### src/rtl/mcrs_pkg.sv
package mcrs_pkg;

  localparam int unsigned PIX_W      = 8;
  localparam int unsigned CNT_W      = 21;
  localparam int unsigned SUM_W      = 29;
  localparam int unsigned SQ_W       = 37;
  localparam int unsigned FIDX_W     = 4;
  localparam int unsigned FVAL_W     = 24;
  localparam int unsigned CFG_IDX_W  = 2;

  localparam int unsigned MAX_PIXELS = 1048576;
  localparam int unsigned HUE_BINS   = 180;
  localparam int unsigned HIST_AW    = 8;

  // long division: 90 dividend bits, one per cycle
  localparam int unsigned DIV_DVD_W  = 90;
  localparam int unsigned DIV_DSR_W  = 41;
  localparam int unsigned DIV_Q_W    = 48;
  localparam int unsigned DIV_CNT_W  = 7;
  localparam int unsigned DIV_STEPS  = 90;

  // integer square root: two radicand bits per cycle
  localparam int unsigned SQ_IN_W    = 48;
  localparam int unsigned SQ_OUT_W   = 24;
  localparam int unsigned SQ_REM_W   = 26;
  localparam int unsigned SQ_CNT_W   = 5;
  localparam int unsigned SQ_STEPS   = 24;

  localparam logic [CFG_IDX_W-1:0] CFG_BROWN_LO  = 2'd0;
  localparam logic [CFG_IDX_W-1:0] CFG_BROWN_HI  = 2'd1;
  localparam logic [CFG_IDX_W-1:0] CFG_GOLDEN_LO = 2'd2;
  localparam logic [CFG_IDX_W-1:0] CFG_GOLDEN_HI = 2'd3;

  localparam logic [PIX_W-1:0] BROWN_LO_RST  = 8'd5;
  localparam logic [PIX_W-1:0] BROWN_HI_RST  = 8'd25;
  localparam logic [PIX_W-1:0] GOLDEN_LO_RST = 8'd15;
  localparam logic [PIX_W-1:0] GOLDEN_HI_RST = 8'd35;

  typedef struct packed {
    logic                 start;
    logic [DIV_DVD_W-1:0] dividend;
    logic [DIV_DSR_W-1:0] divisor;
  } div_req_t;

  typedef struct packed {
    logic               start;
    logic [SQ_IN_W-1:0] radicand;
  } sqrt_req_t;

  typedef struct packed {
    logic busy;
    logic done;
  } unit_sts_t;

endpackage

### src/rtl/mcrs_div.sv
module mcrs_div (
  input  logic                          clk_i,
  input  logic                          rst_ni,
  input  mcrs_pkg::div_req_t            req_i,
  output mcrs_pkg::unit_sts_t           sts_o,
  output logic [mcrs_pkg::DIV_Q_W-1:0]  quotient_o
);
  import mcrs_pkg::*;

  logic                 busy_q, done_q;
  logic [DIV_CNT_W-1:0] cnt_q;
  logic [DIV_DVD_W-1:0] dvd_q;
  logic [DIV_DSR_W-1:0] dsr_q;
  logic [DIV_DSR_W-1:0] rem_q;
  logic [DIV_Q_W-1:0]   quo_q;

  logic [DIV_DSR_W:0]   trial;
  logic [DIV_DSR_W:0]   diff;
  logic                 ge;

  assign trial = {rem_q, dvd_q[DIV_DVD_W-1]};
  assign ge    = trial >= {1'b0, dsr_q};
  assign diff  = trial - {1'b0, dsr_q};

  always_ff @(posedge clk_i or negedge rst_ni) begin
    if (!rst_ni) begin
      busy_q <= 1'b0;
      done_q <= 1'b0;
      cnt_q  <= '0;
    end else begin
      done_q <= 1'b0;
      if (req_i.start) begin
        busy_q <= 1'b1;
        cnt_q  <= '0;
      end else if (busy_q) begin
        cnt_q <= cnt_q + 1'b1;
        if (cnt_q == DIV_CNT_W'(DIV_STEPS - 1)) begin
          busy_q <= 1'b0;
          done_q <= 1'b1;
        end
      end
    end
  end

  always_ff @(posedge clk_i) begin
    if (req_i.start) begin
      dvd_q <= req_i.dividend;
      dsr_q <= req_i.divisor;
      rem_q <= '0;
      quo_q <= '0;
    end else if (busy_q) begin
      dvd_q <= {dvd_q[DIV_DVD_W-2:0], 1'b0};
      rem_q <= ge ? diff[DIV_DSR_W-1:0] : trial[DIV_DSR_W-1:0];
      quo_q <= {quo_q[DIV_Q_W-2:0], ge};
    end
  end

  assign sts_o.busy = busy_q;
  assign sts_o.done = done_q;
  assign quotient_o = quo_q;

endmodule

### config.mk
export PLATFORM = sky130hd
export DESIGN_NAME = mcrs_div
export DESIGN_NICKNAME = d
export VERILOG_FILES = /design/src/rtl/mcrs_pkg.sv /design/src/rtl/mcrs_div.sv
export SDC_FILE = /design/constraint.sdc
export NUM_CORES = 1
export LEC_CHECK = 0
export ABC_CLOCK_PERIOD_IN_PS = 4150
export BUFFER_PORTS_ARGS = -buffer_cell sky130_fd_sc_hd__buf_4
export CORE_MARGIN = 2
export CORE_UTILIZATION = 36
export CTS_CLUSTER_SIZE = 40
export DETAILED_ROUTE_END_ITERATION = 7
export GPL_TIMING_DRIVEN = 0
export HOLD_SLACK_MARGIN = 0.08
export PLACE_DENSITY = 0.54
export SLEW_MARGIN = 10
export SYNTH_ARGS = -nofsm -noshare
export SYNTH_HDL_FRONTEND = slang
export SYNTH_SLANG_ARGS = --single-unit
### constraint.sdc
create_clock -name clk_i -period 4.15 [get_ports clk_i]
set_input_delay 0 -clock clk_i [delete_from_list [all_inputs] [get_ports clk_i]]
set_output_delay 0 -clock clk_i [all_outputs]
set_load 0.02 [all_outputs]
# [Yosys cells after proc, flatten, opt, wreduce, memory -nomap -nowiden]
# Index checks and enable logic that the tools add are counted.
[totals] regBits=229 in_bits=134 out_inout_bits=50 word_cells=23
[op_classes] add_sub_neg=2 magnitude_cmp=1 eq_ne=1 mux=11 n_reduce_logical=1
[op_table] cell="2-to-1 mux 90 bit" n=2
[op_table] cell="greater-or-equal comparator 42 x 41 -> 1 bit" n=1
[op_table] cell="2-to-1 mux 41 bit" n=1
[op_table] cell="subtractor 41 bit" n=1
[op_table] cell="2-to-1 mux 7 bit" n=2
[op_table] cell="adder 7 x 1 -> 7 bit, second input constant" n=1
[op_table] cell="== test 7 bit, second input constant" n=1
[op_table] cell="2-to-1 mux 1 bit" n=6
[op_table] cell="nonzero test 2 bit" n=1

# [Depth between registers and ports, before layout]
# Gate-level depths: netlist of run 1.
[logic_depth] depth_word=4 depth_mapped=16 mapped_depth_nobuf=13

# [Least setup slack after synthesis of run 1]
# Ideal clock, no wire load.
[synth_timing] kind="register -> register" start="register dvd_q[89]" end="register rem_q[40]" setup_ps=143 arrival_ps=2818 required_ps=4007 path_slack_ps=1189 path_stages_with_launch=14 n_path_buf=0 path_cell_list="edfxtp_1 > inv_1 > ha_1 > inv_1 > fa_1 > a211oi_2 > nor2_1 > o221ai_2 > nand2_2 > a211oi_2 > o21ai_1 > a2111oi_1 > or4_4 > a41oi_2"
[synth_between] elab_chain_len=2 word_cells_on_any_way=3 classes_between="add/sub: 1; order compare: 1; mux: 1"
[synth_lines] element="from (decl)" line="mcrs_div.sv:12" text="logic [DIV_DVD_W-1:0] dvd_q;"
[synth_lines] element="from (signal assigned)" line="mcrs_div.sv:47" text="dvd_q <= req_i.dividend;"
[synth_lines] element="from (signal assigned)" line="mcrs_div.sv:52" text="dvd_q <= {dvd_q[DIV_DVD_W-2:0], 1'b0};"
[synth_lines] element="subtractor 41 bit or greater-or-equal comparator 42 x 41 -> 1 bit (tied branches)" line="mcrs_div.sv:23, mcrs_div.sv:22"
[synth_lines] element="2-to-1 mux 41 bit (*)" line="mcrs_div.sv:53" text="rem_q <= ge ? diff[DIV_DSR_W-1:0] : trial[DIV_DSR_W-1:0];"
[synth_lines] element="to (signal assigned)" line="mcrs_div.sv:53"
[synth_lines] element="to (decl)" line="mcrs_div.sv:14" text="logic [DIV_DSR_W-1:0] rem_q;"
# Every way passes the cells marked *; elsewhere a longest branch is shown, timed or not.
# A chain may end at the register's enable or synchronous reset.

# [Final worst setup path of run 1]
# Ends and elaborated chain as after synthesis.

==> results of run 1 <==
==> layout make-up <==
| type | count | area [µm²] | share of cell area |
|---|---|---|---|
| Timing Repair Buffer | 318 | 2740 | 0.174 |
| Clock inverter | 15 | 160 | 0.0101 |
| Buffer | 53 | 260 | 0.0165 |
| Multi-Input combinational cell | 698 | 5150 | 0.326 |
| Clock buffer | 37 | 823 | 0.0522 |
| Inverter | 52 | 195 | 0.0124 |
| Sequential cell | 229 | 5940 | 0.376 |
| Antenna cell | 3 | 7.51 | 0.000476 |
| Tap cell | 402 | 503 | 0.0319 |
==> cells by family (layout without fill, tap and decap cells) <==
group / Yosys count / after routing / share of synthesized area
muxes: 151 / 151 / 0.141
buffers and inverters: 105 / 475 / 0.0395
xor gates and xnor gates: 35 / 35 / 0.0272
other: 0 / 3 / 0
DFF: 229 / 229 / 0.515
adders and majority gates: 44 / 44 / 0.0484
and+or+nand+nor: 257 / 257 / 0.100
AOI/OAI and AO/OA: 211 / 211 / 0.129
==> registers in the layout (all words and copies together), names as in the netlist <==
register and count:
rem_q 41, dsr_q 41, dvd_q 90, cnt_q 7, done_q 1, busy_q 1
quotient_o 48
==> synth_stat cells (5+ instances only) <==
| master | n |
|---|---|
| a21oi_1 | 62 |
| mux2i_1 | 58 |
| nand3_1 | 10 |
| o21bai_1 | 8 |
| nand2_1 | 58 |
| nand2b_1 | 6 |
| o211a_1 | 6 |
| o21ai_0 | 28 |
| dfrtp_1 | 9 |
| o211ai_1 | 9 |
| nand4_1 | 14 |
| o21ai_1 | 7 |
| ha_1 | 43 |
| nor3_1 | 12 |
| nor2_1 | 122 |
| a211oi_1 | 26 |
| a21o_1 | 15 |
| edfxtp_1 | 131 |
| or3_1 | 5 |
| xor2_1 | 21 |
| inv_1 | 51 |
| a311oi_1 | 5 |
| and3_1 | 6 |
| mux2_2 | 93 |
| nor2b_1 | 7 |
| buf_6 | 5 |
| dfxtp_1 | 89 |
| buf_2 | 7 |
| xnor2_1 | 13 |
| clkbuf_1 | 27 |
| buf_1 | 10 |
==> power groups by stage <==
stage | clock network (W) | logic (W) | registers (W)
after global placement | 0 | 0.000442 | 0.00263
after CTS | 0.00260 | 0.000554 | 0.00259
final | 0.00253 | 0.000555 | 0.00259
after floorplan | 0 | 0.000276 | 0.00262
after global routing | 0.00269 | 0.000613 | 0.00260
after detailed placement | 0 | 0.000447 | 0.00264
==> repair_timing <==
item | CTS | global route
setup buffers | 0 | 0
hold endpoints to repair | 181 | 0
hold buffers | 134 | 0
==> routing by layer <==
| metal | vias up | global-route usage |
|---|---|---|
| met5 | - | 0 |
| met4 | 0 | 0.0608 |
| met3 | 61 | 0.0346 |
| met2 | 224 | 0.298 |
| met1 | 4303 | 0.241 |
| li1 | 4480 | - |
==> path summary, 6_finish.rpt <==
path                                  end  slack, ps  cells past startpoint            from
hold / removal                   dsr_q[9]        160                      2        req_i[9]
setup reg to reg                rem_q[40]        610                     13       dvd_q[89]
hold reg to reg            quotient_o[47]        490                      2  quotient_o[47]
max in group asynchronous        cnt_q[2]       3360                      3          rst_ni
min in group asynchronous          busy_q        470                      3          rst_ni
setup / recovery                rem_q[40]        610                     13       dvd_q[89]
==> critical path, cell delays in order (launching register included) <==
cell and delay [ps]:
edfxtp_1 420, inv_1 90, ha_1 160, inv_1 50, fa_1 440, a211oi_2 300, nor2_1 110, o221ai_2 270
nand2_2 170, a211oi_2 290, o21ai_1 160, a2111oi_1 600, or4_4 230, a41oi_2 90
==> through the flow <==
stage	setup WS [ps]	cell area (µm²)	hold WS, ps
global route	311	15800	147
floorplan	1190	11500	-296
detailed placement	640	13400	-164
global placement	-1030	13400	-166
CTS	599	15800	124
finish	614	15800	159
==> impl_results.md, run 1 <==
- Clock Latency Late Sink: 560 ps
- Final slew viol count: 0
- Slew of the pin with the lowest slew margin: 896 ps
- Final WL: 30600 µm
- Total Routing Usage GR: 0.182
- DRC viols: 0
- Fill cells: 2917
- Endpoint class of the critical path: register
- Fmax: 283 MHz
- Most frequent cells in the layout: buf_4, dlygate4sd3_1, edfxtp_1
- DRT iter0 DRCs: 410
- PortBufs: 183
- Most common cell after layout, fill and taps aside: buf_4
- Critical-path maximum fanout: 4
- H-Tree Level Count: 1
- Crit path time final: 3540 ps
- Pin count of the biggest net entering global routing: 61
- Crit start category: register
- Ys flop type: edfxtp_1
- Post-synthesis async set-or-reset flop share: 0.0393
- Per-cell routed wire length: 16.9 µm
- Via count: 9068
- LEAKAGE: 6.99 nW
- Vias/cell: 5.02
- CTS tree: yes
- Post-CTS resize count: 0
- Synthesis-to-layout area growth: 36.8%
- Detail Route met2 WL: 14000 µm
- Power Total: 0.00567 W
- Detail Route Antenna Nets: 0
- Worst path required time: 4550 ps
- Cells after DPL: 1618
- Setup TNS: 0 ps
- Pwr per Cell Area: 359 mW/mm²
- Area leader, netlist: edfxtp_1
- Slew headroom: 0.402
- Number of global-route vias before repair: 9330
- Ranking of synthesized cells by area: edfxtp_1, dfxtp_1, mux2_2
- Status: complete, no violations
- GPL Wtd Cong: 0.896
- Final Setup Violations: 0
- Reg clk slew, reported paths: 60 ps
- Max Root-Sink Buffers: 3
- Worst Setup Path Type: register to register
- Non-Filler Instances: 1807
- Setup Skew: 7.31 ps
- Clock power frac: 0.446
- EDFF count, synth: 131
- WL met3: 1700 µm
- Sequential share of the synthesized area: 0.515
- Worst IR drop on VDD: 0.320 mV
- CTS Buf Count: 28
- Die H: 183 µm
- Core area: 0.0316 mm²
- Top sig layer: met4
- Drt first pass iters: 5
- Yosys cell types: 74
- Post-synthesis cell count: 1032
- Mean Syn Cell Area: 11.2 µm²
- Row count: 65
- Clk sinks: 229
- Post-synth top area share: 0.341
- Post-Route M1 WL: 14000 µm
- Global-route wire length before repair: 49100 µm
- Hold crit path type: input pin to register
- Pint: 0.00439 W
- Die X-Extent: 183 µm
- Root buf cell: clkbuf_16
- Layout cells sized above 1: 0.261
- Initial antenna violation count: 2
- RSZ-0062 raised after global routing: false
- HPWL Detailed: 21000 µm
- Period utilization: 0.852
- Syn_nets: 1210
- IO Count: 184
- Syn. warnings: 0
- Sw frac: 0.226
- Util after Layout: 0.500
- Register share of total power: 0.457
- Comb power frac: 0.098
- Max Cap Viol: 0
- Final net count: 1558
- Hold Vio Cnt, Final: 0
- Initial core utilization: 0.366
- Total grt overflow: 0
- Arrival @ worst endpoint: 3940 ps
- Seq cells post-synth: 229
- Post-Syn Area: 0.0115 mm²
- Die ar.: 0.0335 mm²
- Psw: 0.00128 W
Power figures use the tool's default switching activity.
==> inputs of run 2 (changes only) <==
ABC_AREA = 1   (was default)
==> run 2 against run 1 <==
  * Global-route usage increased by 0.70 points
  * First-iteration DRC count increased by 70%
  * Die area increased by 5.9%
  * Clock skew increased by 14 ps
==> impl_results.md, run 2 <==
- Max Root-Sink Buffers: 3 (unchanged)
- Clk sinks: 229 (unchanged)
- Reg clk slew, reported paths: 70 ps (about the same)
- Yosys cell types: 36 (-51%)
- CTS Buf Count: 26 (-7.1%)
- Status: complete, no violations
- DRT iter0 DRCs: 698 (+70%)
- Fill cells: 3440 (+18%)
- CTS tree: yes
- Post-synthesis async set-or-reset flop share: 0.0393 (unchanged)
- Fmax: 375 MHz (+33%)
- Met3 Resource Use GR: 0.0413 (+0.00680)
- Met1 Track Usage GR: 0.244 (+0.00219)
- Die X-Extent: 188 µm (+2.9%)
- Ys flop type: edfxtp_1
- Post-synth top area share: 0.322 (-0.0193)
- Worst path required time: 4420 ps (-130 ps)
- IO Count: 184 (unchanged)
- Pwr per Cell Area: 360 mW/mm² (+0.28%)
- Arrival @ worst endpoint: 2940 ps (-1000 ps)
- Max Cap Viol: 0 (unchanged)
- Row count: 67 (+3.1%)
- HPWL Detailed: 25200 µm (+20%)
- Via count: 11121 (+23%)
- Endpoint class of the critical path: register
- Post-Syn Area: 0.0122 mm² (+6.0%)
- DRC viols: 0 (unchanged)
- Drt first pass iters: 5 (unchanged)
- PortBufs: 183 (unchanged)
- Max reg flops: 90 (unchanged)
- Layout cells sized above 1: 0.133 (-0.128)
- Pin count of the biggest net entering global routing: 62 (+1.6%)
- Cells after DPL: 2248 (+39%)
- Critical path's slowest cell: nor2_1
- Most common cell in the netlist: nand2_1
- Most frequent cells after synthesis: nand2_1, inv_1, edfxtp_1, nand3_1, dfxtp_1
- Area leader, netlist: edfxtp_1
- Cells along the critical path: nor2_1 -> inv_1 -> clkbuf_4 -> buf_16
- Clock Latency Late Sink: 560 ps (about the same)
- Detail Route Antenna Nets: 0 (unchanged)
- Syn_nets: 1794 (+48%)
- Worst Setup Path Type: register to register
- Period utilization: 0.643 (-0.209)
- EDFF count, synth: 131 (unchanged)
- Hold Vio Cnt, Final: 0 (unchanged)
- Final net count: 2140 (+37%)
- Setup Skew: 21.1 ps (+13.8 ps)
- Final Setup Violations: 0 (unchanged)
- Root buf cell: clkbuf_16
- RSZ-0062 raised after global routing: false
- GPL Wtd Cong: 0.949 (+5.9%)
- Final WL: 33500 µm (+9.4%)
- Biggest register: dvd_q
- Met2 usage in global routing: 0.322 (+0.0239)
- Slew of the pin with the lowest slew margin: 977 ps (+80.5 ps)
- Ranking of synthesized cells by area: edfxtp_1, nand2_1, dfxtp_1
- Vias/cell: 4.57 (-8.9%)
- Reg2Reg Launch Point: busy_q
- Setup TNS: 0 ps (unchanged)
- Post-synthesis cell count: 1616 (+57%)
- H-Tree Level Count: 1 (unchanged)
- Synthesis-to-layout area growth: 34.4%
- Slew headroom: 0.346 (-0.0560)
- Critical-path maximum fanout: 61 (+57)
- Worst IR drop on VDD: 0.278 mV (-13%)
- Die H: 188 µm (+2.9%)
- Crit start category: register
- Die ar.: 0.0355 mm² (+5.9%)
- Crit path time final: 2670 ps (-869 ps)
- Placed cell areas: 0.0142 mm² (+5.6%)
- Util after Layout: 0.490 (-0.00986)
- Seq cells post-synth: 229 (unchanged)
- Global routing's busiest layer: met2
- Hold crit path type: input pin to register
- Total grt overflow: 0 (unchanged)
- Initial antenna violation count: 3 (+1)
- Non-Filler Instances: 2433 (+35%)
- CP peak stage delay: 770 ps (+170 ps)
- Core area: 0.0335 mm² (+6.3%)
- Per-cell routed wire length: 13.8 µm (-19%)
- Crit path from: busy_q
- Post-route design area: 0.0164 mm² (+4.2%)
- Most frequent cells in the layout: nand2_1, inv_1, buf_4
- Worst hold start: req_i[2]
- Global-route wire length before repair: 54700 µm (+11%)
- Most common cell after layout, fill and taps aside: nand2_1
- Syn. warnings: 0 (unchanged)
- Number of global-route vias before repair: 11042 (+18%)
- Mean Syn Cell Area: 7.57 µm² (-32%)
- Final slew viol count: 0 (unchanged)
- LEAKAGE: 8.16 nW (+17%)
- Total Routing Usage GR: 0.189 (+0.00701)
- Sequential share of the synthesized area: 0.486 (-0.0292)
- Initial core utilization: 0.365 (-0.000884)
run 2: what timing repair did:
item,4_1_cts,5_1_grt
buffers inserted,0,0
endpoints found under the hold margin,181,0
resized for setup,0,0
hold buffers,134,0
run 2: area by class of cell:
| type | count | area, µm² | share of cell area |
|---|---|---|---|
| clock inverters | 12 | 115 | 0.00700 |
| diodes | 3 | 7.51 | 0.000457 |
| inverters | 256 | 961 | 0.0585 |
| plain buffers | 57 | 272 | 0.0165 |
| repair buffers | 318 | 2740 | 0.167 |
| well taps | 448 | 561 | 0.0341 |
| clock buffers | 36 | 779 | 0.0474 |
| multi-input cells | 1074 | 5060 | 0.308 |
| flip-flops and latches | 229 | 5940 | 0.361 |
run 2: per-stage QoR:
stage                     power (W)  hold WS [ps]  worst slack, ps
after floorplan             0.00322          -296              409
after global placement      0.00352          -167            -1540
after detailed placement    0.00352          -171             1370
after CTS                   0.00600           130             1360
after global routing        0.00623           141             1330
final                       0.00593           155             1480
run 2: logic make-up (layout without fill, tap and decap cells):
| family | after synthesis | in the layout | synth area share |
|---|---|---|---|
| adders and majority gates | 44 | 44 | 0.0456 |
| AOI/OAI and AO/OA | 97 | 97 | 0.0457 |
| DFF | 229 | 229 | 0.486 |
| buffers and inverters | 313 | 679 | 0.100 |
| and+or+nand+nor | 911 | 911 | 0.307 |
| xor gates and xnor gates | 22 | 22 | 0.0158 |
| other | 0 | 3 | 0 |
run 2: final timing paths:
check                      depth (start not counted)  slack [ps]              to
setup / recovery                                   4        1480       dvd_q[75]
min in group asynchronous                          3         480        cnt_q[0]
max in group asynchronous                          3        3360          busy_q
hold reg to reg                                    2         460  quotient_o[47]
setup reg to reg                                   4        1480       dvd_q[75]
hold / removal                                     2         160        dsr_q[2]
run 2: report_power, final:
group,total (W),switching (W),internal (W)
Sequential,0.00263,0.0000645,0.00257
Combinational,0.000945,0.000539,0.000407
Clock,0.00235,0.000964,0.00138
Total,0.00593,0.00157,0.00436
run 2: per-layer routing:
| metal | share of wire | up-vias |
|---|---|---|
| met4 | 0.023 | 0 |
| met3 | 0.056 | 41 |
| met2 | 0.46 | 217 |
| li1 | - | 5807 |
| met1 | 0.46 | 5056 |
| met5 | 0 | - |
run 2: worst max-delay path, delay by kind of cell (launching register included):
| kind | cells | cell delay [ps] |
|---|---|---|
| buffers and inverters | 3 | 1140 |
| and+or+nand+nor | 1 | 770 |
| DFF | 1 | 430 |
