==> src/rtl/mcrs_ram.sv <==
module mcrs_ram #(
  parameter int unsigned WIDTH = 8,
  parameter int unsigned DEPTH = 16
) (
  input  logic                     clk_i,
  input  logic                     we_i,
  input  logic [$clog2(DEPTH)-1:0] waddr_i,
  input  logic [WIDTH-1:0]         wdata_i,
  input  logic [$clog2(DEPTH)-1:0] raddr_i,
  output logic [WIDTH-1:0]         rdata_o
);

  logic [WIDTH-1:0] mem [DEPTH];

  always_ff @(posedge clk_i) begin
    if (we_i) begin
      mem[waddr_i] <= wdata_i;
    end
    rdata_o <= mem[raddr_i];
  end

endmodule

==> config.mk <==
export PLATFORM = sky130hd
export DESIGN_NAME = mcrs_ram
export DESIGN_NICKNAME = d
export VERILOG_FILES = /design/src/rtl/mcrs_ram.sv
export SDC_FILE = /design/constraint.sdc
export NUM_CORES = 1
export LEC_CHECK = 0
export ABC_CLOCK_PERIOD_IN_PS = 2100
export BUFFER_PORTS_ARGS = -buffer_cell sky130_fd_sc_hd__buf_2
export CAP_MARGIN = 20
export CORE_MARGIN = 2
export CORE_UTILIZATION = 60
export DETAILED_ROUTE_END_ITERATION = 8
export MAX_ROUTING_LAYER = met4
export PLACE_DENSITY = 0.78
export REMOVE_ABC_BUFFERS = 1
export SYNTH_ARGS = -nofsm -noshare
export SYNTH_HDL_FRONTEND = slang
export SYNTH_SLANG_ARGS = --single-unit
==> constraint.sdc <==
create_clock -name clk_i -period 2.1 [get_ports clk_i]
set_input_delay 0.315 -clock clk_i [delete_from_list [all_inputs] [get_ports clk_i]]
set_output_delay 0.315 -clock clk_i [all_outputs]
set_load 0.03 [all_outputs]
* After elaboration in Yosys (flattened, before gate mapping) *
Memories as Yosys holds them, arrays and structs flattened. A register that Yosys moved wholly into a read port is not among the register bits.
Index checks and enable logic that the tools add are counted.

storage, ports and cells
  register bits after elaboration = 0
  bits in latches = 0
  RAM bits = 128
  memory bits (read-only) = 0
  output and inout port bits = 8
  memories = 1

memory list
  name  words  width  read ports  clocked after memory_dff  write ports  line  source
  mem   16     8      1           1                         1            13    logic [WIDTH-1:0] mem [DEPTH];

operators by class
  add/subtract/negate cells = 0
  $mul = 0
  divide/modulo/power cells = 0
  $lt $le $gt $ge = 0
  equal/unequal tests = 0
  shift-type cells = 0
  multiplexer cells = 2
  bitwise gates (word level) = 0
  reductions and logical operators = 0

operators with widths
  operator           number
  two-way mux 1 bit  2

* Longest topological paths before layout *
Gate-level depths: netlist of run 1.

  depth in word-level cells = 2
  gate-level depth with buffers = 5
  gate-level depth less buffers = 3

* Worst setup path after synthesis of run 1 *
Ideal clock, no wire load.

  path kind = input to register
  start = input waddr_i[2]
  end = memory mem[0][0], enable pin
  arrival time = 1.425 ns
  data required time = 1.717 ns
  slack = 0.292 ns
  stages on the path = 2
  buffers on the path = 0
  path through = or3b_2 nor3_1

RTL lines
  item                line  source
  start: declaration  7     input logic [$clog2(DEPTH)-1:0] waddr_i,
  end: declaration    13

Straight into the memory's write port.

==> results of run 1 <==
final timing paths:
check | startpoint | endpoint | slack (ns)
max | mem[9][4] | rdata_o[4] | 0.62
min | wdata_i[1] | mem[13][1] | 0.19
max reg2reg | mem[9][4] | rdata_o[4] | 0.62
min reg2reg | mem[14][2] | rdata_o[2] | 0.68
critical path: cells and delay by family, from the launching register on:
kind / cells / cell delay, ns
AOI/OAI and AO/OA: 1 / 0.32
DFF: 1 / 0.41
muxes: 1 / 0.55
and+or+nand+nor: 1 / 0.08
Yosys cell counts:
cell	instances
mux4_2	18
clkdlybuf4s25_2	3
and2_1	1
nor2b_1	1
and2b_1	1
nand2_1	9
a22oi_1	16
or3b_2	1
buf_2	3
nand3b_1	2
mux4_1	14
nand3_1	1
nand2b_1	2
nor2_1	13
buf_6	3
nor3_1	4
buf_4	1
edfxtp_1	128
dfxtp_1	8
power groups by stage:
stage	combinational (mW)	sequential, mW	clock, mW
after floorplan	0.122	3.14	0
after global placement	0.307	3.11	0
after detailed placement	0.314	3.11	0
after CTS	0.318	3.06	3.25
after global routing	0.338	3.06	3.36
final	0.314	3.06	3.21
layout make-up:
cell class | instances | share of cell area
Clock buffer | 18 | 0.0680
Tap cell | 105 | 0.0214
Antenna cell | 1 | 0.000407
Clock inverter | 14 | 0.0372
Sequential cell | 136 | 0.651
Timing Repair Buffer | 46 | 0.0501
Multi-Input combinational cell | 83 | 0.172
registers in the layout, indices dropped and copies added (netlist names):
signal	count
mem	128
rdata_o	8
cell families after synthesis:
group	Yosys count	share of synthesized area
multiplexers	32	0.150
buffers and inverters	10	0.0168
AND/OR/NAND/NOR	35	0.0318
flip-flops	136	0.778
AO/OA/AOI/OAI	16	0.0233
placed cells by master, fill, tap and decap left out, types with 2 or more instances in the layout:
cell	count
buf_4	19
nand2_1	9
nor2_1	13
mux4_2	18
nand2b_1	2
buf_2	25
a22oi_1	16
clkinv_2	4
nand3b_1	2
bufinv_16	6
dfxtp_1	8
edfxtp_1	128
mux4_1	14
buf_12	2
clkinv_4	2
clkbuf_16	16
nor3_1	4
routing by layer:
layer  track usage  part of all wire
met2         0.366              0.50
met3        0.0658             0.072
met4        0.0986             0.027
met1         0.313              0.40
met5             -                 0
stage by stage:
step / worst slack, ns / cell area [um2] / util / power (mW)
after global routing: 0.580 / 6150 / 0.745 / 6.76
final: 0.618 / 6150 / 0.745 / 6.58
after CTS: 0.617 / 6150 / 0.744 / 6.62
after global placement: 0.267 / 5500 / 0.666 / 3.41
after detailed placement: 0.227 / 5500 / 0.666 / 3.42
after floorplan: 0.292 / 5060 / - / 3.26
==> reports/metrics.yaml, run 1 <==
route:
  drtAntennaViolNets: 0
  firstDrtPassIters: 4
  drt_iter0_markers: 266
  num_vias: 2454
  wl_mm: 9.95
  drt-vias-per-instance: 6.09
  route.detailed.drc: 0
  wl_per_cell_um: 24.7
power_and_ir_drop:
  clkPwrFrac: 0.488
  powerDensity_nw_per_um2: 1070
  comb_power_share: 0.048
  seq_power_share: 0.465
  ir_worst_vdd_mv: 0.705
  p_int_mw: 5.32
  p_sw_frac: 0.192
  power_switching_mw: 1.26
  power_leakage_nw: 2.13
final_layout:
  area_growth_syn_to_layout_pct: 19.5
  fill_cells: 476
  final_cells: 403
  regArea_um2: 4000
  layout.nets: 302
  multi_input_area_um2: 1060
  drive_gt1_frac: 0.320
status:
  status: "finished, final reports clean"
worst_setup_path:
  path_cells: "mux4_1 -> a22oi_1 -> nand2_1"
  critPathSlowestCell: "mux4_1"
  cp-start-kind: "flip-flop"
  r2r_cells: 3
  crit_required_ns: 2.49
  criticalPathCategory: "reg2reg"
  max_stage_delay_ns: 0.55
  path_max_fanout: 1
  crit_path_end_kind: "flip-flop"
  cp.arrival_ns: 1.87
clock_network:
  htreeDepth: 4
  cts_hold_buffers: 0
  clock-root-buffer: "clkbuf_8"
  cts_buffers: 17
  cts_tree: "yes"
  clock_latency_ns: 0.51
  clk_pin_slew_ns: 0.06
  post_cts_buffers: 0
  clkSinkCount: 136
  cts.path.max_buffers: 2
  cts_resized: 0
timing:
  skew_ns: 0.00486
  holdWs_ns: 0.186
  tightest_slew_ns: 0.387
  rsz0062_at_grt: "no"
  slew_viol_final: 0
  setup_violations: 0
  fmax_ghz: 0.675
  period_minus_slack_ns: 1.48
  setup_tns_ns: 0
  fin_crit_sh: 0.706
  slew_headroom: 0.742
  hold_violations: 0
die:
  io_pins: 26
  die_y_um: 96.6
  core_area_um2: 8260
  die_x_um: 96.6
  dieArea_um2: 9340
  initial_utilization: 0.623
  num_rows: 33
synthesis:
  ys_seq_elements: 136
  yosys_warnings: 0
  synth.avg_cell_area_um2: 22.5
  syn_area_um2: 5150
  yosys.area.top_type: "edfxtp_1"
  synthTopCellsByArea: "edfxtp_1 75%, mux4_2 7.9%, mux4_1 7.1%, dfxtp_1 3.1%, a22oi_1 2.3%"
  synthDominantCellAreaShare: 0.747
  seq_area_frac_synth: 0.778
  synthDistinctLibCells: 19
  synthCells: 229
global_routing:
  grt_pass1_wl_mm: 15.6
  grt_max_degree: 21
  track_usage: 0.240
  grt-ovfl-total: 0
  grt_pass1_vias: 2692
  antenna_found_initial: 1
hold_path:
  hold_depth: 1
  hold_path.class: "in2reg"
placement:
  port-buffer-count: 25
  place_inst: 370
  hpwl_mm: 5.86
  gp_congestion: 0.754
flow_run:
  cap_violations: 0
Power figures use the tool's default switching activity.
==> inputs of run 2 (changes only) <==
- ABC_CLOCK_PERIOD_IN_PS: 2100 -> 1300
- CORE_UTILIZATION: 60 -> 54
- PLACE_DENSITY: 0.78 -> 0.74
- clock period: 2.1 -> 1.3 ns (I/O delays scaled with it)
==> run 2 against run 1 <==
Net effect: clock power grew 44%; clock skew grew 0.0049 ns; largest cell class unchanged; cell area grew 1.2%; first-iteration DRC count shrank 46%; combinational power grew 80%; register-to-register slack lost 0.59 ns; global-route usage shrank 1.9 points; largest power group is now sequential cells; power grew 54%; worst setup slack lost 0.59 ns; critical endpoint is now rdata_o[5]; via count grew 1.2%; sequential power grew 61%.
==> reports/metrics.yaml, run 2 (synthesis gave the netlist of run 1 again) <==
status:
  status: "finished, final reports clean"
route:
  drt-vias-per-instance: 5.75  # -5.6%
  num_vias: 2484  # +1.2%
  drtAntennaViolNets: 0  # unchanged
  route.detailed.drc: 0  # unchanged
  drt_iter0_markers: 144  # -46%
  wl_mm: 9.73  # -2.2%
  wl_per_cell_um: 22.5  # -8.7%
  firstDrtPassIters: 4  # unchanged
worst_setup_path:
  path_buf_inv: 1  # +1
  crit_required_ns: 1.11  # -1.38 ns
  cp-start-kind: "flip-flop"
  path_cells: "clkbuf_4"
  cp.arrival_ns: 1.08  # -0.79 ns
  critPathSlowestCell: "dfxtp_1"
  criticalPathCategory: "reg2out"
  max_stage_delay_ns: 0.35  # -0.20 ns
  path_delay_family: "flip-flops"
  crit_path_end_kind: "output pin"
  path_max_fanout: 1  # unchanged
final_layout:
  final_cells: 432  # +7.2%
  final_util: 0.673  # -0.0714
  largest_register_ffs: 128  # unchanged
  layout.nets: 308  # +2.0%
  regMostFlops: "mem"
  top_regs: "mem x128, rdata_o x8"
  area_growth_syn_to_layout_pct: 20.9
  layout_commonest_cell: "edfxtp_1"
  layout_common_cells: "128 x edfxtp_1, 24 x buf_4, 22 x mux4_2, 22 x buf_2, 16 x clkbuf_16"
  fin_area_um2: 6220  # +1.2%
  antennaDiodeCount: 0  # -1
  drive_gt1_frac: 0.370  # +0.0498
timing:
  hold_violations: 0  # unchanged
  rsz0062_at_grt: "yes"
  fin_crit_sh: 0.981
  tightest_slew_ns: 0.943  # +0.555 ns
  fmax_ghz: 0.784
  slew_viol_final: 0  # unchanged
  slew_headroom: 0.370  # -0.372
  setup_violations: 0  # unchanged
  holdWs_ns: 0.0509  # -0.135 ns
  skew_ns: 0.00975  # +0.00490 ns
  period_minus_slack_ns: 1.28
  setup_tns_ns: 0  # unchanged
  layout_setup_ws_ns: 0.0241  # -0.593 ns
placement:
  place_area_um2: 5600  # +1.8%
  hpwl_mm: 6.09  # +4.0%
  pre_cts_slack_ns: -0.304  # -0.531 ns
  port-buffer-count: 25  # unchanged
  place_inst: 400  # +8.1%
  gp_congestion: 0.742  # -1.5%
hold_path:
  hold_path.class: "in2reg"
global_routing:
  grt_pass1_vias: 2528  # -6.1%
  antenna_found_initial: 0  # -1
  track_usage: 0.222  # -0.0186
  grt_pass1_wl_mm: 14.9  # -4.7%
  grt-ovfl-total: 0  # unchanged
  grt_max_degree: 17  # -19%
die:
  die_y_um: 102  # +5.2%
  io_pins: 26  # unchanged
  dieArea_um2: 10300  # +11%
  die_x_um: 102  # +5.2%
  initial_utilization: 0.557  # -0.0663
  core_area_um2: 9240  # +12%
  num_rows: 35  # +6.1%
power_and_ir_drop:
  fin_total_pwr_mw: 10.1  # +54%
  powerDensity_nw_per_um2: 1620  # +52%
  ir_worst_vdd_mv: 1.08  # +53%
  power_leakage_nw: 2.12  # -0.64%
clock_network:
  clock-root-buffer: "clkbuf_8"
  cts.path.max_buffers: 2  # unchanged
  cts_tree: "yes"
  htreeDepth: 4  # unchanged
  clkSinkCount: 136  # unchanged
  post_cts_buffers: 0  # unchanged
  cts_buffers: 17  # unchanged
  clk_pin_slew_ns: 0.06  # about the same
  clock_latency_ns: 0.53  # +0.02 ns
flow_run:
  cap_violations: 0  # unchanged
-- run 2: cell types whose count changed in the layout (fill, tap and decap cells not counted), sizes merged --
| cell | previous run | this run |
|---|---|---|
| bufinv | 6 | 3 |
| buf | 46 | 51 |
| diode | 1 | 0 |
| clkinvlp | 1 | 2 |
| clkbuf | 18 | 19 |
| clkinv | 7 | 8 |
| inv | 0 | 1 |
-- run 2: path summary, 6_finish.rpt --
| check | slack, ns | from | endpoint | depth (start not counted) |
|---|---|---|---|---|
| worst min register to register | 0.68 | mem[7][3] | rdata_o[3] | 3 |
| worst min-delay path | 0.05 | wdata_i[2] | mem[11][2] | 1 |
| worst max-delay path | 0.02 | rdata_o[5] | rdata_o[5] | 1 |
| worst max register to register | 0.03 | mem[9][2] | rdata_o[2] | 3 |
-- run 2: power breakdown --
group | switching (mW) | leakage, nW | total (mW) | internal, mW
clock | 1.71 | 0.275 | 4.61 | 2.89
sequential | 0.0304 | 1.22 | 4.93 | 4.90
combinational | 0.325 | 0.618 | 0.565 | 0.240
total | 2.07 | 2.12 | 10.1 | 8.04
-- run 2: final cells by class --
class,instances,area (um2)
Tap cell,129,161
Clock inverter,14,156
Fill cell,577,3020
Clock buffer,18,418
Multi-Input combinational cell,83,1090
Sequential cell,136,4000
Timing Repair Buffer,52,389
-- run 2: per-layer routing --
metal | vias to the layer above | routed length [um] | part of all wire | global-route usage
met5 | - | 0 | 0 | -
met4 | 0 | 133 | 0.014 | 0.0967
met3 | 13 | 671 | 0.069 | 0.0669
met2 | 95 | 4680 | 0.48 | 0.315
met1 | 1277 | 4250 | 0.44 | 0.300
li1 | 1099 | - | - | -
-- run 2: repair_timing --
| item | CTS | global route |
|---|---|---|
| hold buffers | 0 | 0 |
| setup endpoints to repair | 5 | 10 |
| cloned | 0 | 0 |
| resized for setup | 5 | 13 |
| pin swaps | 0 | 3 |
==> inputs of run 3 (changes only) <==
- ABC_AREA: unset -> 1
- CORE_UTILIZATION: 54 -> 55
- HOLD_SLACK_MARGIN: unset -> 0.08
- PLACE_DENSITY: 0.74 -> 0.75
==> run 3 against run 2 <==
Net effect: utilization shrank 0.88 points; die area is 9.6% higher; area after synthesis increased by 12%; clock power about the same; sequential power about the same; fmax decreased by 0.27%; hold slack improved by 0.036 ns; clock-buffer cell count grew 3; clock skew increased by 0.0011 ns; cell area up 9.3%; combinational power is 22% higher; critical path type unchanged; largest power group unchanged.
==> reports/metrics.yaml, run 3 <==
final_layout:
  multi_input_area_um2: 1210  # +11%
  final_util: 0.664  # -0.00883
  layout_common_cells: "173 x nand2_1, 128 x edfxtp_1, 100 x inv_1"
  regMostFlops: "mem"
  top_regs: "mem x128, rdata_o x8"
  fill_cells: 739  # +28%
  layout.nets: 621  # +100%
  area_growth_syn_to_layout_pct: 17.9
  drive_gt1_frac: 0.138  # -0.232
  regArea_um2: 4000  # unchanged
  antennaDiodeCount: 0  # unchanged
  layout_commonest_cell: "nand2_1"
  largest_register_ffs: 128  # unchanged
synthesis:
  ys_seq_elements: 136  # unchanged
  async_flop_share: 0  # unchanged
  synthTopCellsByCount: "173 x nand2_1, 128 x edfxtp_1, 100 x inv_1"
  synth_ff_type: "edfxtp_1"
  synthDistinctLibCells: 12  # -7
  synthDominantCellAreaShare: 0.667  # -0.0802
  post-synth-top-count-cell: "nand2_1"
  syn_area_um2: 5770  # +12%
  seq_area_frac_synth: 0.694  # -0.0835
  yosys.area.top_type: "edfxtp_1"
  synth_edf_count: 128  # unchanged
  synthTopCellsByArea: "edfxtp_1 67%, nand2_1 11%, nand3_1 8.4%, inv_1 6.5%, dfxtp_1 2.8%"
  yosys_warnings: 0  # unchanged
  synthCells: 551  # +140%
  synth.avg_cell_area_um2: 10.5  # -53%
global_routing:
  antenna_found_initial: 0  # unchanged
  track_usage: 0.248  # +0.0260
  grt_pass1_vias: 3967  # +57%
  grt_pass1_wl_mm: 20.1  # +35%
  grt-ovfl-total: 0  # unchanged
  grt_max_degree: 65  # +48
placement:
  port-buffer-count: 25  # unchanged
  pre_cts_slack_ns: 0.0501  # +0.354 ns
  hpwl_mm: 7.78  # +28%
  gp_congestion: 0.925  # +25%
route:
  route.detailed.drc: 0  # unchanged
  wl_per_cell_um: 16.8  # -26%
  num_vias: 3966  # +60%
  wl_mm: 12.6  # +30%
  drt_iter0_markers: 264  # +83%
  firstDrtPassIters: 5  # +1
  drtAntennaViolNets: 0  # unchanged
  drt-vias-per-instance: 5.27  # -8.3%
clock_network:
  cts_tree: "yes"
  cts_buffers: 17  # unchanged
  clkSinkCount: 136  # unchanged
  post_cts_buffers: 0  # unchanged
  cts.path.max_buffers: 2  # unchanged
  clock-root-buffer: "clkbuf_8"
  htreeDepth: 4  # unchanged
  clock_latency_ns: 0.53  # about the same
  clk_pin_slew_ns: 0.06  # about the same
worst_setup_path:
  crit_required_ns: 1.11  # about the same
  cp-start-kind: "flip-flop"
  path_cells: "buf_2"
  reg2reg_from: "mem[5][4]"
  r2r_cells: 6  # +3
  path_max_fanout: 1  # unchanged
  reg2reg_to: "rdata_o[4]"
  max_stage_delay_ns: 0.35  # about the same
  critPathSlowestCell: "dfxtp_1"
  path_delay_family: "flip-flops"
  path_buf_inv: 1  # unchanged
  cp.arrival_ns: 1.08  # about the same
  criticalPathCategory: "reg2out"
  rrSetupSlack_ns: 0.27  # +0.24 ns
  crit_path_end_kind: "output pin"
status:
  status: "finished, final reports clean"
timing:
  rsz0062_at_grt: "no"
  tightest_slew_ns: 0.382  # -0.560 ns
  setup_tns_ns: 0  # unchanged
  skew_ns: 0.0108  # +0.00108 ns
  slew_viol_final: 0  # unchanged
  period_minus_slack_ns: 1.28  # +0.00347 ns
  fin_crit_sh: 0.984  # +0.00267
  setup_violations: 0  # unchanged
  slew_headroom: 0.745  # +0.375
  holdWs_ns: 0.0868  # +0.0359 ns
  fmax_ghz: 0.782  # -0.27%
  hold_violations: 0  # unchanged
  layout_setup_ws_ns: 0.0206  # -0.00347 ns
die:
  dieArea_um2: 11300  # +9.6%
  core_area_um2: 10200  # +11%
  initial_utilization: 0.564  # +0.00658
  num_rows: 37  # +5.7%
  io_pins: 26  # unchanged
  die_y_um: 106  # +4.7%
  die_x_um: 106  # +4.7%
hold_path:
  hold_path_end: "mem[10][1]"
  hold_depth: 1  # unchanged
  hold_path.class: "in2reg"
  hold_start: "wdata_i[1]"
flow_run:
  cap_violations: 0  # unchanged
power_and_ir_drop:
  fin_total_pwr_mw: 10.2  # +0.94%
  powerDensity_nw_per_um2: 1500  # -7.6%
  ir_worst_vdd_mv: 0.990  # -8.4%
  power_leakage_nw: 2.98  # +41%
-- run 3: changes by cell type after synthesis, sizes merged, moves of 4 or more --
cell / change
nand2: +164
nor3: -4
buf: +17
nor2: +4
a22oi: -16
inv: +102
nand3: +96
mux4: -32
-- run 3: through the flow --
| step | area [um2] | instances |
|---|---|---|
| floorplan | 5600 | 527 |
| global placement | 6180 | 716 |
| detailed placement | 6180 | 716 |
| CTS | 6800 | 752 |
| global route | 6800 | 752 |
| finish | 6800 | 752 |
-- run 3: repair_timing --
action,4_1_cts,5_1_grt
hold endpoints to repair,54,0
setup endpoints to repair,1,0
hold buffers,4,0
gates resized for setup,1,0
-- run 3: report_power, final --
group          internal (mW)  leakage, nW  switching, mW  total (mW)
logic                  0.218         1.48          0.471       0.689
registers               4.90         1.22         0.0293        4.93
clock network           2.83        0.278           1.75        4.58
total                   7.95         2.98           2.25        10.2
-- run 3: cell families after synthesis --
group,Yosys count,synth area share
buf+inv,126,0.0952
simple gates,289,0.210
flops,136,0.694
-- run 3: layer usage --
metal	global-route usage	vias up	wire length, um	share of wire
li1	-	1879	-	-
met1	0.312	1882	5150	0.41
met2	0.388	175	6260	0.50
met3	0.0607	30	944	0.075
met4	0.102	0	276	0.022
met5	-	-	0	0
-- run 3: layout make-up --
type / count / share of cell area
sequential: 136 / 0.589
multi-input combinational: 289 / 0.179
timing repair buffer: 57 / 0.0666
clock buffer: 21 / 0.0661
inverter: 102 / 0.0563
tap: 136 / 0.0250
clock inverter: 11 / 0.0184
-- run 3: worst max path at each step --
stage                     cells after the start       start  slack [ns]          to
after detailed placement                      4  waddr_i[2]        0.05   mem[8][3]
after global routing                          1  rdata_o[0]        0.01  rdata_o[0]
after CTS                                     1  rdata_o[1]        0.02  rdata_o[1]
after global placement                        7  raddr_i[0]        0.07  rdata_o[4]
after floorplan                               6  raddr_i[0]        0.12  rdata_o[2]
final                                         1  rdata_o[0]        0.02  rdata_o[0]
