--- src/rtl/mcrs_pkg.sv ---
package mcrs_pkg;

  localparam int unsigned PIX_W      = 8;
  localparam int unsigned CNT_W      = 21;
  localparam int unsigned SUM_W      = 29;
  localparam int unsigned SQ_W       = 37;
  localparam int unsigned FIDX_W     = 4;
  localparam int unsigned FVAL_W     = 24;
  localparam int unsigned CFG_IDX_W  = 2;

  localparam int unsigned MAX_PIXELS = 1048576;
  localparam int unsigned HUE_BINS   = 180;
  localparam int unsigned HIST_AW    = 8;

  // long division: 90 dividend bits, one per cycle
  localparam int unsigned DIV_DVD_W  = 90;
  localparam int unsigned DIV_DSR_W  = 41;
  localparam int unsigned DIV_Q_W    = 48;
  localparam int unsigned DIV_CNT_W  = 7;
  localparam int unsigned DIV_STEPS  = 90;

  // integer square root: two radicand bits per cycle
  localparam int unsigned SQ_IN_W    = 48;
  localparam int unsigned SQ_OUT_W   = 24;
  localparam int unsigned SQ_REM_W   = 26;
  localparam int unsigned SQ_CNT_W   = 5;
  localparam int unsigned SQ_STEPS   = 24;

  localparam logic [CFG_IDX_W-1:0] CFG_BROWN_LO  = 2'd0;
  localparam logic [CFG_IDX_W-1:0] CFG_BROWN_HI  = 2'd1;
  localparam logic [CFG_IDX_W-1:0] CFG_GOLDEN_LO = 2'd2;
  localparam logic [CFG_IDX_W-1:0] CFG_GOLDEN_HI = 2'd3;

  localparam logic [PIX_W-1:0] BROWN_LO_RST  = 8'd5;
  localparam logic [PIX_W-1:0] BROWN_HI_RST  = 8'd25;
  localparam logic [PIX_W-1:0] GOLDEN_LO_RST = 8'd15;
  localparam logic [PIX_W-1:0] GOLDEN_HI_RST = 8'd35;

  typedef struct packed {
    logic                 start;
    logic [DIV_DVD_W-1:0] dividend;
    logic [DIV_DSR_W-1:0] divisor;
  } div_req_t;

  typedef struct packed {
    logic               start;
    logic [SQ_IN_W-1:0] radicand;
  } sqrt_req_t;

  typedef struct packed {
    logic busy;
    logic done;
  } unit_sts_t;

endpackage

--- src/rtl/mcrs_sqrt.sv ---
module mcrs_sqrt (
  input  logic                          clk_i,
  input  logic                          rst_ni,
  input  mcrs_pkg::sqrt_req_t           req_i,
  output mcrs_pkg::unit_sts_t           sts_o,
  output logic [mcrs_pkg::SQ_OUT_W-1:0] root_o
);
  import mcrs_pkg::*;

  logic                busy_q, done_q;
  logic [SQ_CNT_W-1:0] cnt_q;
  logic [SQ_IN_W-1:0]  rad_q;
  logic [SQ_REM_W-1:0] rem_q;
  logic [SQ_OUT_W-1:0] root_q;

  logic [SQ_REM_W+1:0] cur;
  logic [SQ_REM_W+1:0] trial;
  logic [SQ_REM_W+1:0] diff;
  logic                ge;

  assign cur   = {rem_q, rad_q[SQ_IN_W-1 -: 2]};
  assign trial = {2'b00, root_q, 2'b01};
  assign ge    = cur >= trial;
  assign diff  = cur - trial;

  always_ff @(posedge clk_i or negedge rst_ni) begin
    if (!rst_ni) begin
      busy_q <= 1'b0;
      done_q <= 1'b0;
      cnt_q  <= '0;
    end else begin
      done_q <= 1'b0;
      if (req_i.start) begin
        busy_q <= 1'b1;
        cnt_q  <= '0;
      end else if (busy_q) begin
        cnt_q <= cnt_q + 1'b1;
        if (cnt_q == SQ_CNT_W'(SQ_STEPS - 1)) begin
          busy_q <= 1'b0;
          done_q <= 1'b1;
        end
      end
    end
  end

  always_ff @(posedge clk_i) begin
    if (req_i.start) begin
      rad_q  <= req_i.radicand;
      rem_q  <= '0;
      root_q <= '0;
    end else if (busy_q) begin
      rad_q  <= {rad_q[SQ_IN_W-3:0], 2'b00};
      rem_q  <= ge ? diff[SQ_REM_W-1:0] : cur[SQ_REM_W-1:0];
      root_q <= {root_q[SQ_OUT_W-2:0], ge};
    end
  end

  assign sts_o.busy = busy_q;
  assign sts_o.done = done_q;
  assign root_o     = root_q;

endmodule

--- config.mk ---
export PLATFORM = sky130hd
export DESIGN_NAME = mcrs_sqrt
export DESIGN_NICKNAME = d
export VERILOG_FILES = /design/src/rtl/mcrs_pkg.sv /design/src/rtl/mcrs_sqrt.sv
export SDC_FILE = /design/constraint.sdc
export NUM_CORES = 1
export LEC_CHECK = 0
export BUFFER_PORTS_ARGS = -buffer_cell sky130_fd_sc_hd__buf_2
export CAP_MARGIN = 20
export CELL_PAD_IN_SITES_DETAIL_PLACEMENT = 1
export CELL_PAD_IN_SITES_GLOBAL_PLACEMENT = 2
export CORE_MARGIN = 5
export CORE_UTILIZATION = 38
export CTS_CLUSTER_DIAMETER = 30
export DETAILED_ROUTE_END_ITERATION = 10
export GPL_TIMING_DRIVEN = 0
export PLACE_DENSITY_LB_ADDON = 0.05
export SYNTH_ARGS = -nofsm -noshare
export SYNTH_HDL_FRONTEND = slang
export SYNTH_SLANG_ARGS = --single-unit
--- constraint.sdc ---
create_clock -name clk_i -period 3.3 [get_ports clk_i]
set_input_delay 0.33 -clock clk_i [delete_from_list [all_inputs] [get_ports clk_i]]
set_output_delay 0.33 -clock clk_i [all_outputs]
set_load 0.1 [all_outputs]
Yosys cells after proc, flatten, opt, wreduce, memory -nomap -nowiden. Index checks and enable logic that the tools add are counted.

Output and inout bits: 26. Input port bits: 51. Word-level logic and storage cells: 22. Bits in registers: 105.

Order comparisons: 1. Mux-type cells: 11. Equal/unequal tests: 1. Reduce and logical (&&, ||, !) cells: 1. Add/sub/neg operators: 2.

Operator list (count): 2-to-1 mux 48 bit (2); greater-or-equal comparator 28 x 26 -> 1 bit (1); 2-to-1 mux 26 bit (1); subtractor 26 bit (1); 2-to-1 mux 5 bit (2); 2-to-1 mux 1 bit (6); adder 5 x 1 -> 5 bit, second input constant (1); == test 5 bit, second input constant (1); nonzero test 2 bit (1).

Longest topological paths before layout. Gate-level depths: netlist of run 1.

Word-level depth: 4. Depth in mapped cells: 13. Gate-level depth less buffers: 10.

Worst setup path before layout of run 1. Ideal clock, no wire load.

Path kind: reg2reg. From: register root_q[0] (netlist: root_o[0]). To: register rem_q[21]. Buffers on the path: 2. Arrival: 3066 ps. Setup slack: 111 ps. Data required time: 3178 ps. Clock period less this slack: 3189 ps. Library setup time: 122 ps. Stages on the path, launching flop included: 13. Path through: dfxtp_1 > inv_1 > ha_1 > and2b_1 > o2111ai_1 > and3_1 > o21a_1 > o211a_1 > nor3_2 > buf_6 > buf_12 > mux2i_1 > o21ai_1.

Longest elaborated chain between the ends: 2. Elaborated cells on any way between the ends: 3. Those cells by class: 1 x add/sub; 1 x order compare; 1 x mux.

RTL lines: from (decl) (RTL line mcrs_sqrt.sv:14) `logic [SQ_OUT_W-1:0] root_q;`; from (signal assigned) (RTL line mcrs_sqrt.sv:54) `root_q <= {root_q[SQ_OUT_W-2:0], ge};`; subtractor 26 bit or greater-or-equal comparator 28 x 26 -> 1 bit (tied branches) (RTL line mcrs_sqrt.sv:24, mcrs_sqrt.sv:23); 2-to-1 mux 26 bit (*) (RTL line mcrs_sqrt.sv:53) `rem_q <= ge ? diff[SQ_REM_W-1:0] : cur[SQ_REM_W-1:0];`; to (signal assigned) (RTL line mcrs_sqrt.sv:53); to (decl) (RTL line mcrs_sqrt.sv:13) `logic [SQ_REM_W-1:0] rem_q;`.

Every way passes the cells marked *; elsewhere a longest branch is shown, timed or not. A chain may end at the register's enable or synchronous reset.

Worst setup path in the final report of run 1.
From: register root_q[7] (netlist: root_o[7]). To: register rem_q[25].

The elaborated chain is that of the path after synthesis.

==> flow_metrics.py, run 1 <==
metrics = {
    "worst_setup_path": {
        "reg2reg_depth": 10,
        "worstSetupEndpointType": "flop",
        "r2r-end": "rem_q[25]$_SDFFE_PP0P_",
        "crit_slowest_cell": "a211oi_2",
        "path_delay_family": "compound AO/OA/AOI/OAI gates",
        "r2r_setup_slack_ns": 0.38,
        "worstPathMaxFanout": 5,
        "worstReg2RegStart": "root_o[7]$_SDFFE_PP0P_",
        "crit_chain": "inv_1 -> ha_1 -> a21o_1 -> a31o_1 -> a211oi_2 -> a211oi_1 -> o221ai_1 -> xnor2_1 -> mux2i_1 -> a211oi_1",
        "critical_path.max_stage_delay_ns": 0.45,
        "crit_top_cell": "a211oi_1",
        "startpoint": "root_o[7]$_SDFFE_PP0P_",
        "criticalPathCategory": "flop to flop",
        "startpoint_type": "flop",
        "worst-path-buf-inv": 1,
        "worstPathArrival_ns": 3.17,
        "cp.required_ns": 3.56,
    },
    "global_route": {
        "grt_overflow": 0,
        "antenna_found_initial": 0,
        "use_met1": 0.219,
        "first_global_vias": 4591,
        "grt_max_degree": 42,
        "grt_pass1_wl_um": 23900,
        "top_usage_layer": "met2",
        "use_met3": 0.0445,
        "grt_use_total": 0.168,
        "met2_usage": 0.280,
    },
    "final_layout": {
        "fill_cells": 1682,
        "area_growth_pct": 16.2,
        "n_antenna_cell": 0,
        "finalNonFillerCells": 825,
        "nets": 710,
        "multi_input_area_mm2": 0.00286,
        "seq_area_mm2": 0.00262,
        "drive_gt1_frac": 0.248,
    },
    "detailed_routing": {
        "initialDrtViolationCount": 181,
        "firstDrtPassIters": 4,
        "drc_errors": 0,
        "vias": 4315,
        "ant_nets": 0,
        "viasPerCell": 5.23,
        "wl_um": 14300,
        "drt-wirelength-per-cell_um": 17.3,
    },
    "hold_path": {
        "worstHoldPathType": "input port to flop",
        "hold_start": "req_i[0]",
        "whs_path_depth": 2,
        "min_to": "rad_q[0]$_SDFFCE_PN0P_",
    },
    "floorplanning": {
        "rows": 45,
        "die_h_um": 133,
        "die_w_um": 133,
        "io_pins": 77,
        "start_util": 0.382,
        "core_area_mm2": 0.0150,
        "dieArea_mm2": 0.0177,
    },
    "clock_tree": {
        "cts_inserted_buffers": 9,
        "h-tree-depth": 3,
        "cts_tree": "yes",
        "path_clk_slew_ns": 0.08,
        "cts.repair.resized": 0,
        "cts_root_buf": "clkbuf_16",
        "cts_sinks": 105,
        "clock_latency_ns": 0.36,
        "clockBufferDepth": 2,
    },
    "timing": {
        "slew_viol_final": 0,
        "slew_headroom": 0.401,
        "post-route-period-util": 0.884,
        "max_slew.worst_pin.slew_ns": 0.899,
        "fmax_mhz": 343,
        "setup_viol": 0,
        "rsz0062_at_grt": "false",
        "tns_ns": 0,
        "min_period_ns": 2.92,
        "hold_viol_final": 0,
        "clock_skew_ns": 0.0114,
        "setup_slack_ns": 0.382,
    },
    "synth": {
        "async_reset_ff_frac": 0.0667,
        "syn_area_per_cell_um2": 10.6,
        "synth_fa_ha_area_frac": 0.0588,
        "synth_fp_nets": 621,
        "synth_edf_count": 48,
        "synth-xor-area-share": 0.0396,
        "synth-simple-area-share": 0.103,
        "yosys_warnings": 0,
        "synth_seq_cells": 105,
        "synth_compound_area_frac": 0.133,
        "synth_cells": 543,
        "yosysUniqueCellTypes": 63,
        "syn_area_mm2": 0.00575,
        "synth_top_family_by_area": "multiplexers",
        "synthFlopType": "dfxtp_1",
        "synth.area.mux_share": 0.163,
        "ys_seq_area_frac": 0.455,
    },
    "place": {
        "pre_cts_slack_ns": 0.437,
        "place.gp.congestion": 0.795,
        "dpl.hpwl_um": 10800,
        "portBuffers": 76,
        "placed_cells": 808,
    },
    "power": {
        "leakagePower_nw": 2.99,
        "p_per_area_mw_per_mm2": 849,
        "report.power.total_mw": 5.67,
        "vdd_ir_drop_max_uv": 385,
    },
    "outcome": {
        "status": "finished clean",
    },
    "job": {
        "drv_cap": 0,
    },
}
## cell usage after synthesis (3+ instances only)
| master | n | area share |
|---|---|---|
| and3_1 | 5 | 0.0054 |
| nor3_1 | 5 | 0.0044 |
| nand2_1 | 29 | 0.019 |
| dfxtp_1 | 50 | 0.17 |
| clkbuf_1 | 17 | 0.011 |
| xor2_1 | 9 | 0.014 |
| mux2_2 | 46 | 0.090 |
| dfrtp_1 | 7 | 0.030 |
| nor2_1 | 58 | 0.038 |
| o21ai_1 | 10 | 0.0087 |
| a21o_1 | 14 | 0.018 |
| inv_1 | 32 | 0.021 |
| a21oi_1 | 20 | 0.017 |
| xnor2_1 | 17 | 0.026 |
| o31a_1 | 3 | 0.0046 |
| o21ai_0 | 6 | 0.0052 |
| ha_1 | 27 | 0.059 |
| a211oi_1 | 17 | 0.022 |
| o21a_1 | 10 | 0.013 |
| o21bai_1 | 4 | 0.0052 |
| edfxtp_1 | 48 | 0.25 |
| nand4_1 | 7 | 0.0076 |
| buf_1 | 6 | 0.0039 |
| and2_1 | 3 | 0.0033 |
| or2_2 | 3 | 0.0033 |
| or3_1 | 4 | 0.0044 |
| mux2i_1 | 42 | 0.073 |
## cell families after synthesis
group	after synthesis
fa+ha+maj	27
xor+xnor	26
mux	88
compound gates	108
flops	105
simple gates	127
buf+inv	62
## stage by stage
| step | cell area (um^2) | util | hold slack (ns) |
|---|---|---|---|
| floorplan | 5750 | - | 0.0344 |
| global placement | 6360 | 0.423 | 0.171 |
| detailed placement | 6380 | 0.425 | 0.175 |
| CTS | 6680 | 0.444 | 0.247 |
| global route | 6680 | 0.444 | 0.245 |
| finish | 6680 | 0.444 | 0.255 |
## power by group
part | switching [mW] | total, mW | internal, mW
sequential | 0.130 | 1.70 | 1.57
combinational | 1.59 | 2.91 | 1.32
clock | 0.537 | 1.06 | 0.528
total | 2.26 | 5.67 | 3.41
## metal layers
layer  vias up  routed length [um]
met2        71                6830
li1       2131                   -
met3         7                 618
met1      2106                6740
met4         0                 118
met5         -                   0
## timing repair
action | in CTS | in global routing
endpoints found under the hold margin | 7 | 0
buffers inserted | 0 | 0
hold buffers | 1 | 0
## worst max path at each step
stage	endpoint	slack (ns)	cells after the start
after floorplan	rem_q[21]$_SDFFE_PP0P_	0.11	12
after global placement	rad_q[42]$_DFFE_PP_	0.26	4
after detailed placement	rem_q[25]$_SDFFE_PP0P_	0.44	10
after CTS	rem_q[25]$_SDFFE_PP0P_	0.39	10
after global routing	rem_q[25]$_SDFFE_PP0P_	0.16	10
final	rem_q[25]$_SDFFE_PP0P_	0.38	10
## layout by cell type (no fill, tap or decap), drive strengths merged, types with 26 or more instances in the layout
cell and count:
buf 90, clkbuf 26, dfxtp 50, edfxtp 48
ha 27, inv 36, mux2 46, mux2i 42
nand2 30, nor2 59
## final cells by class
cell class	instances	area share
Buffer	30	0.0230
Clock buffer	9	0.0337
Clock inverter	7	0.00899
Inverter	32	0.0180
Multi-Input combinational cell	376	0.428
Sequential cell	105	0.392
Tap cell	188	0.0352
Timing Repair Buffer	78	0.0614
## state kept, by name (all words and copies together), names as in the netlist
register  flops
busy_q        1
rad_q        48
root_o       24
rem_q        26
cnt_q         5
done_q        1
Note: power is estimated with default switching activity, not from simulation.
==> run 2: changes to the inputs <==
--- a/config.mk
+++ b/config.mk
@@ -5,14 +5,14 @@
 export SDC_FILE = /design/constraint.sdc
 export NUM_CORES = 1
 export LEC_CHECK = 0
-export BUFFER_PORTS_ARGS = -buffer_cell sky130_fd_sc_hd__buf_2
 export CAP_MARGIN = 20
 export CELL_PAD_IN_SITES_DETAIL_PLACEMENT = 1
 export CELL_PAD_IN_SITES_GLOBAL_PLACEMENT = 2
 export CORE_MARGIN = 5
-export CORE_UTILIZATION = 38
+export CORE_UTILIZATION = 40
 export CTS_CLUSTER_DIAMETER = 30
 export DETAILED_ROUTE_END_ITERATION = 10
+export DONT_BUFFER_PORTS = 1
 export GPL_TIMING_DRIVEN = 0
 export PLACE_DENSITY_LB_ADDON = 0.05
 export SYNTH_ARGS = -nofsm -noshare
==> run 2 against run 1 <==
Setup slack got worse by 0.17 ns. Largest power group unchanged. Register-to-register slack got worse by 0.17 ns. Critical path type unchanged. Count of clock-buffer cells in the layout did not move. Sequential share of layout area rose by 2.9 points. Utilization rose by 1.2 points. Total power rose by 0.58%. Clock skew fell by 0.0022 ns. Largest cell class unchanged. Combinational power fell by 4%. Critical path depth did not move. Maximum frequency fell by 5.4%. Non-clock buffer count fell by 76. Global-route usage rose by 1.1 points.
==> flow_metrics.py, run 2 (synthesized netlist as in run 1, its figures left out) <==
metrics = {
    "worst_setup_path": {
        "criticalPathCategory": "flop to flop",
        "reg2reg_depth": 10,
        "r2r_setup_slack_ns": 0.21,
        "worstPathMaxFanout": 4,
        "cp.required_ns": 3.56,
        "worstReg2RegStart": "root_o[0]$_SDFFE_PP0P_",
        "worstSetupEndpointType": "flop",
        "startpoint_type": "flop",
        "worstPathArrival_ns": 3.35,
        "r2r-end": "rem_q[25]$_SDFFE_PP0P_",
    },
    "clock_tree": {
        "path_clk_slew_ns": 0.07,
        "h-tree-depth": 3,
        "clockBufferDepth": 2,
        "cts_root_buf": "clkbuf_16",
        "cts_inserted_buffers": 9,
        "cts_tree": "yes",
        "clock_latency_ns": 0.36,
        "cts_sinks": 105,
        "post_cts_buffers": 0,
    },
    "global_route": {
        "antenna_found_initial": 0,
        "met2_usage": 0.305,
        "grt_pass1_wl_um": 23400,
        "grt_use_total": 0.179,
        "use_met1": 0.225,
        "first_global_vias": 4400,
        "top_usage_layer": "met2",
        "grt_max_degree": 39,
        "use_met3": 0.0397,
        "grt_overflow": 0,
    },
    "floorplanning": {
        "die_h_um": 130,
        "start_util": 0.411,
        "io_pins": 77,
        "die_w_um": 130,
        "dieArea_mm2": 0.0169,
        "core_area_mm2": 0.0140,
        "rows": 43,
    },
    "detailed_routing": {
        "firstDrtPassIters": 4,
        "viasPerCell": 5.40,
        "vias": 4002,
        "drc_errors": 0,
        "wl_um": 14400,
        "initialDrtViolationCount": 141,
        "ant_nets": 0,
        "drt-wirelength-per-cell_um": 19.4,
    },
    "place": {
        "pre_cts_slack_ns": -0.303,
        "portBuffers": 0,
        "placed_cells": 724,
        "place.gp.congestion": 0.798,
        "dpl.hpwl_um": 10700,
    },
    "final_layout": {
        "n_antenna_cell": 0,
        "final_cell_mix": "58 x nor2_1, 48 x edfxtp_1, 46 x mux2_2",
        "largest_reg_flops": 48,
        "drive_gt1_frac": 0.185,
        "nets": 634,
        "area_growth_pct": 11.1,
        "regMostFlops": "rad_q",
        "final_common_cell": "nor2_1",
        "finalNonFillerCells": 741,
    },
    "timing": {
        "rsz0062_at_grt": "true",
        "whs_ns": 0.179,
        "post-route-period-util": 0.935,
        "min_period_ns": 3.09,
        "setup_slack_ns": 0.214,
        "slew_viol_final": 0,
        "clock_skew_ns": 0.00923,
        "hold_viol_final": 0,
        "max_slew.worst_pin.slew_ns": 1.07,
        "fmax_mhz": 324,
        "setup_viol": 0,
        "slew_headroom": 0.285,
    },
    "power": {
        "leakagePower_nw": 2.68,
        "vdd_ir_drop_max_uv": 327,
        "p_per_area_mw_per_mm2": 894,
    },
    "hold_path": {
        "hold_start": "req_i[0]",
        "min_to": "rad_q[0]$_SDFFCE_PN0P_",
        "whs_path_depth": 1,
        "worstHoldPathType": "input port to flop",
    },
    "job": {
        "drv_cap": 0,
    },
    "outcome": {
        "status": "finished clean",
    },
}
-- run 2: layout make-up --
| class | instances | area (um^2) |
|---|---|---|
| fillers | 1552 | 7600 |
| multi-input cells | 376 | 2860 |
| flip-flops and latches | 105 | 2690 |
| clock buffers | 9 | 225 |
| well taps | 180 | 225 |
| plain buffers | 30 | 154 |
| inverters | 32 | 120 |
| clock inverters | 7 | 82.6 |
| repair buffers | 2 | 30.0 |
-- run 2: per-stage QoR --
| stage | area [um^2] | power, mW | util | TNS (ns) |
|---|---|---|---|---|
| after floorplan | 5750 | 4.00 | - | 0 |
| after global placement | 5970 | 4.57 | 0.427 | -5.23 |
| after detailed placement | 5990 | 4.60 | 0.429 | -5.78 |
| after CTS | 6340 | 5.78 | 0.453 | 0 |
| after global routing | 6380 | 6.13 | 0.456 | -0.00391 |
| final | 6380 | 5.71 | 0.456 | 0 |
-- run 2: worst max-delay path, stage by stage, from the launching register on --
cell,delay (ns)
dfxtp_4,0.54
inv_1,0.12
ha_1,0.26
or3_1,0.40
o221a_1,0.26
a211oi_2,0.47
a211oi_1,0.21
o221ai_1,0.27
xnor2_1,0.15
mux2i_1,0.09
a211oi_1,0.22
-- run 2: how the worst max path moves through the flow --
stage                                  startpoint                endpoint  depth (start not counted)
after detailed placement   root_o[0]$_SDFFE_PP0P_  rem_q[25]$_SDFFE_PP0P_                         10
after CTS                  root_o[0]$_SDFFE_PP0P_  rem_q[25]$_SDFFE_PP0P_                         10
final                      root_o[0]$_SDFFE_PP0P_  rem_q[25]$_SDFFE_PP0P_                         10
after floorplan            root_o[0]$_SDFFE_PP0P_  rem_q[21]$_SDFFE_PP0P_                         12
after global placement     root_o[0]$_SDFFE_PP0P_  rem_q[25]$_SDFFE_PP0P_                         10
after global routing      root_o[19]$_SDFFE_PP0P_  rem_q[23]$_SDFFE_PP0P_                         12
-- run 2: timing repair --
action,4_1_cts,5_1_grt
hold endpoints to repair,7,0
hold buffers,1,0
cloned,0,0
resized for setup,22,18
endpoints found under the setup margin,27,23
-- run 2: power by group --
group	switching [mW]	internal (mW)	leakage [nW]	total, mW
clock network	0.526	0.606	0.152	1.13
logic	1.50	1.29	1.50	2.79
registers	0.224	1.56	1.03	1.79
total	2.25	3.46	2.68	5.71
-- run 2: routing by layer --
layer	vias to the layer above	part of all wire
met3	15	0.038
met2	63	0.49
li1	1987	-
met1	1937	0.45
met5	-	0
met4	0	0.016
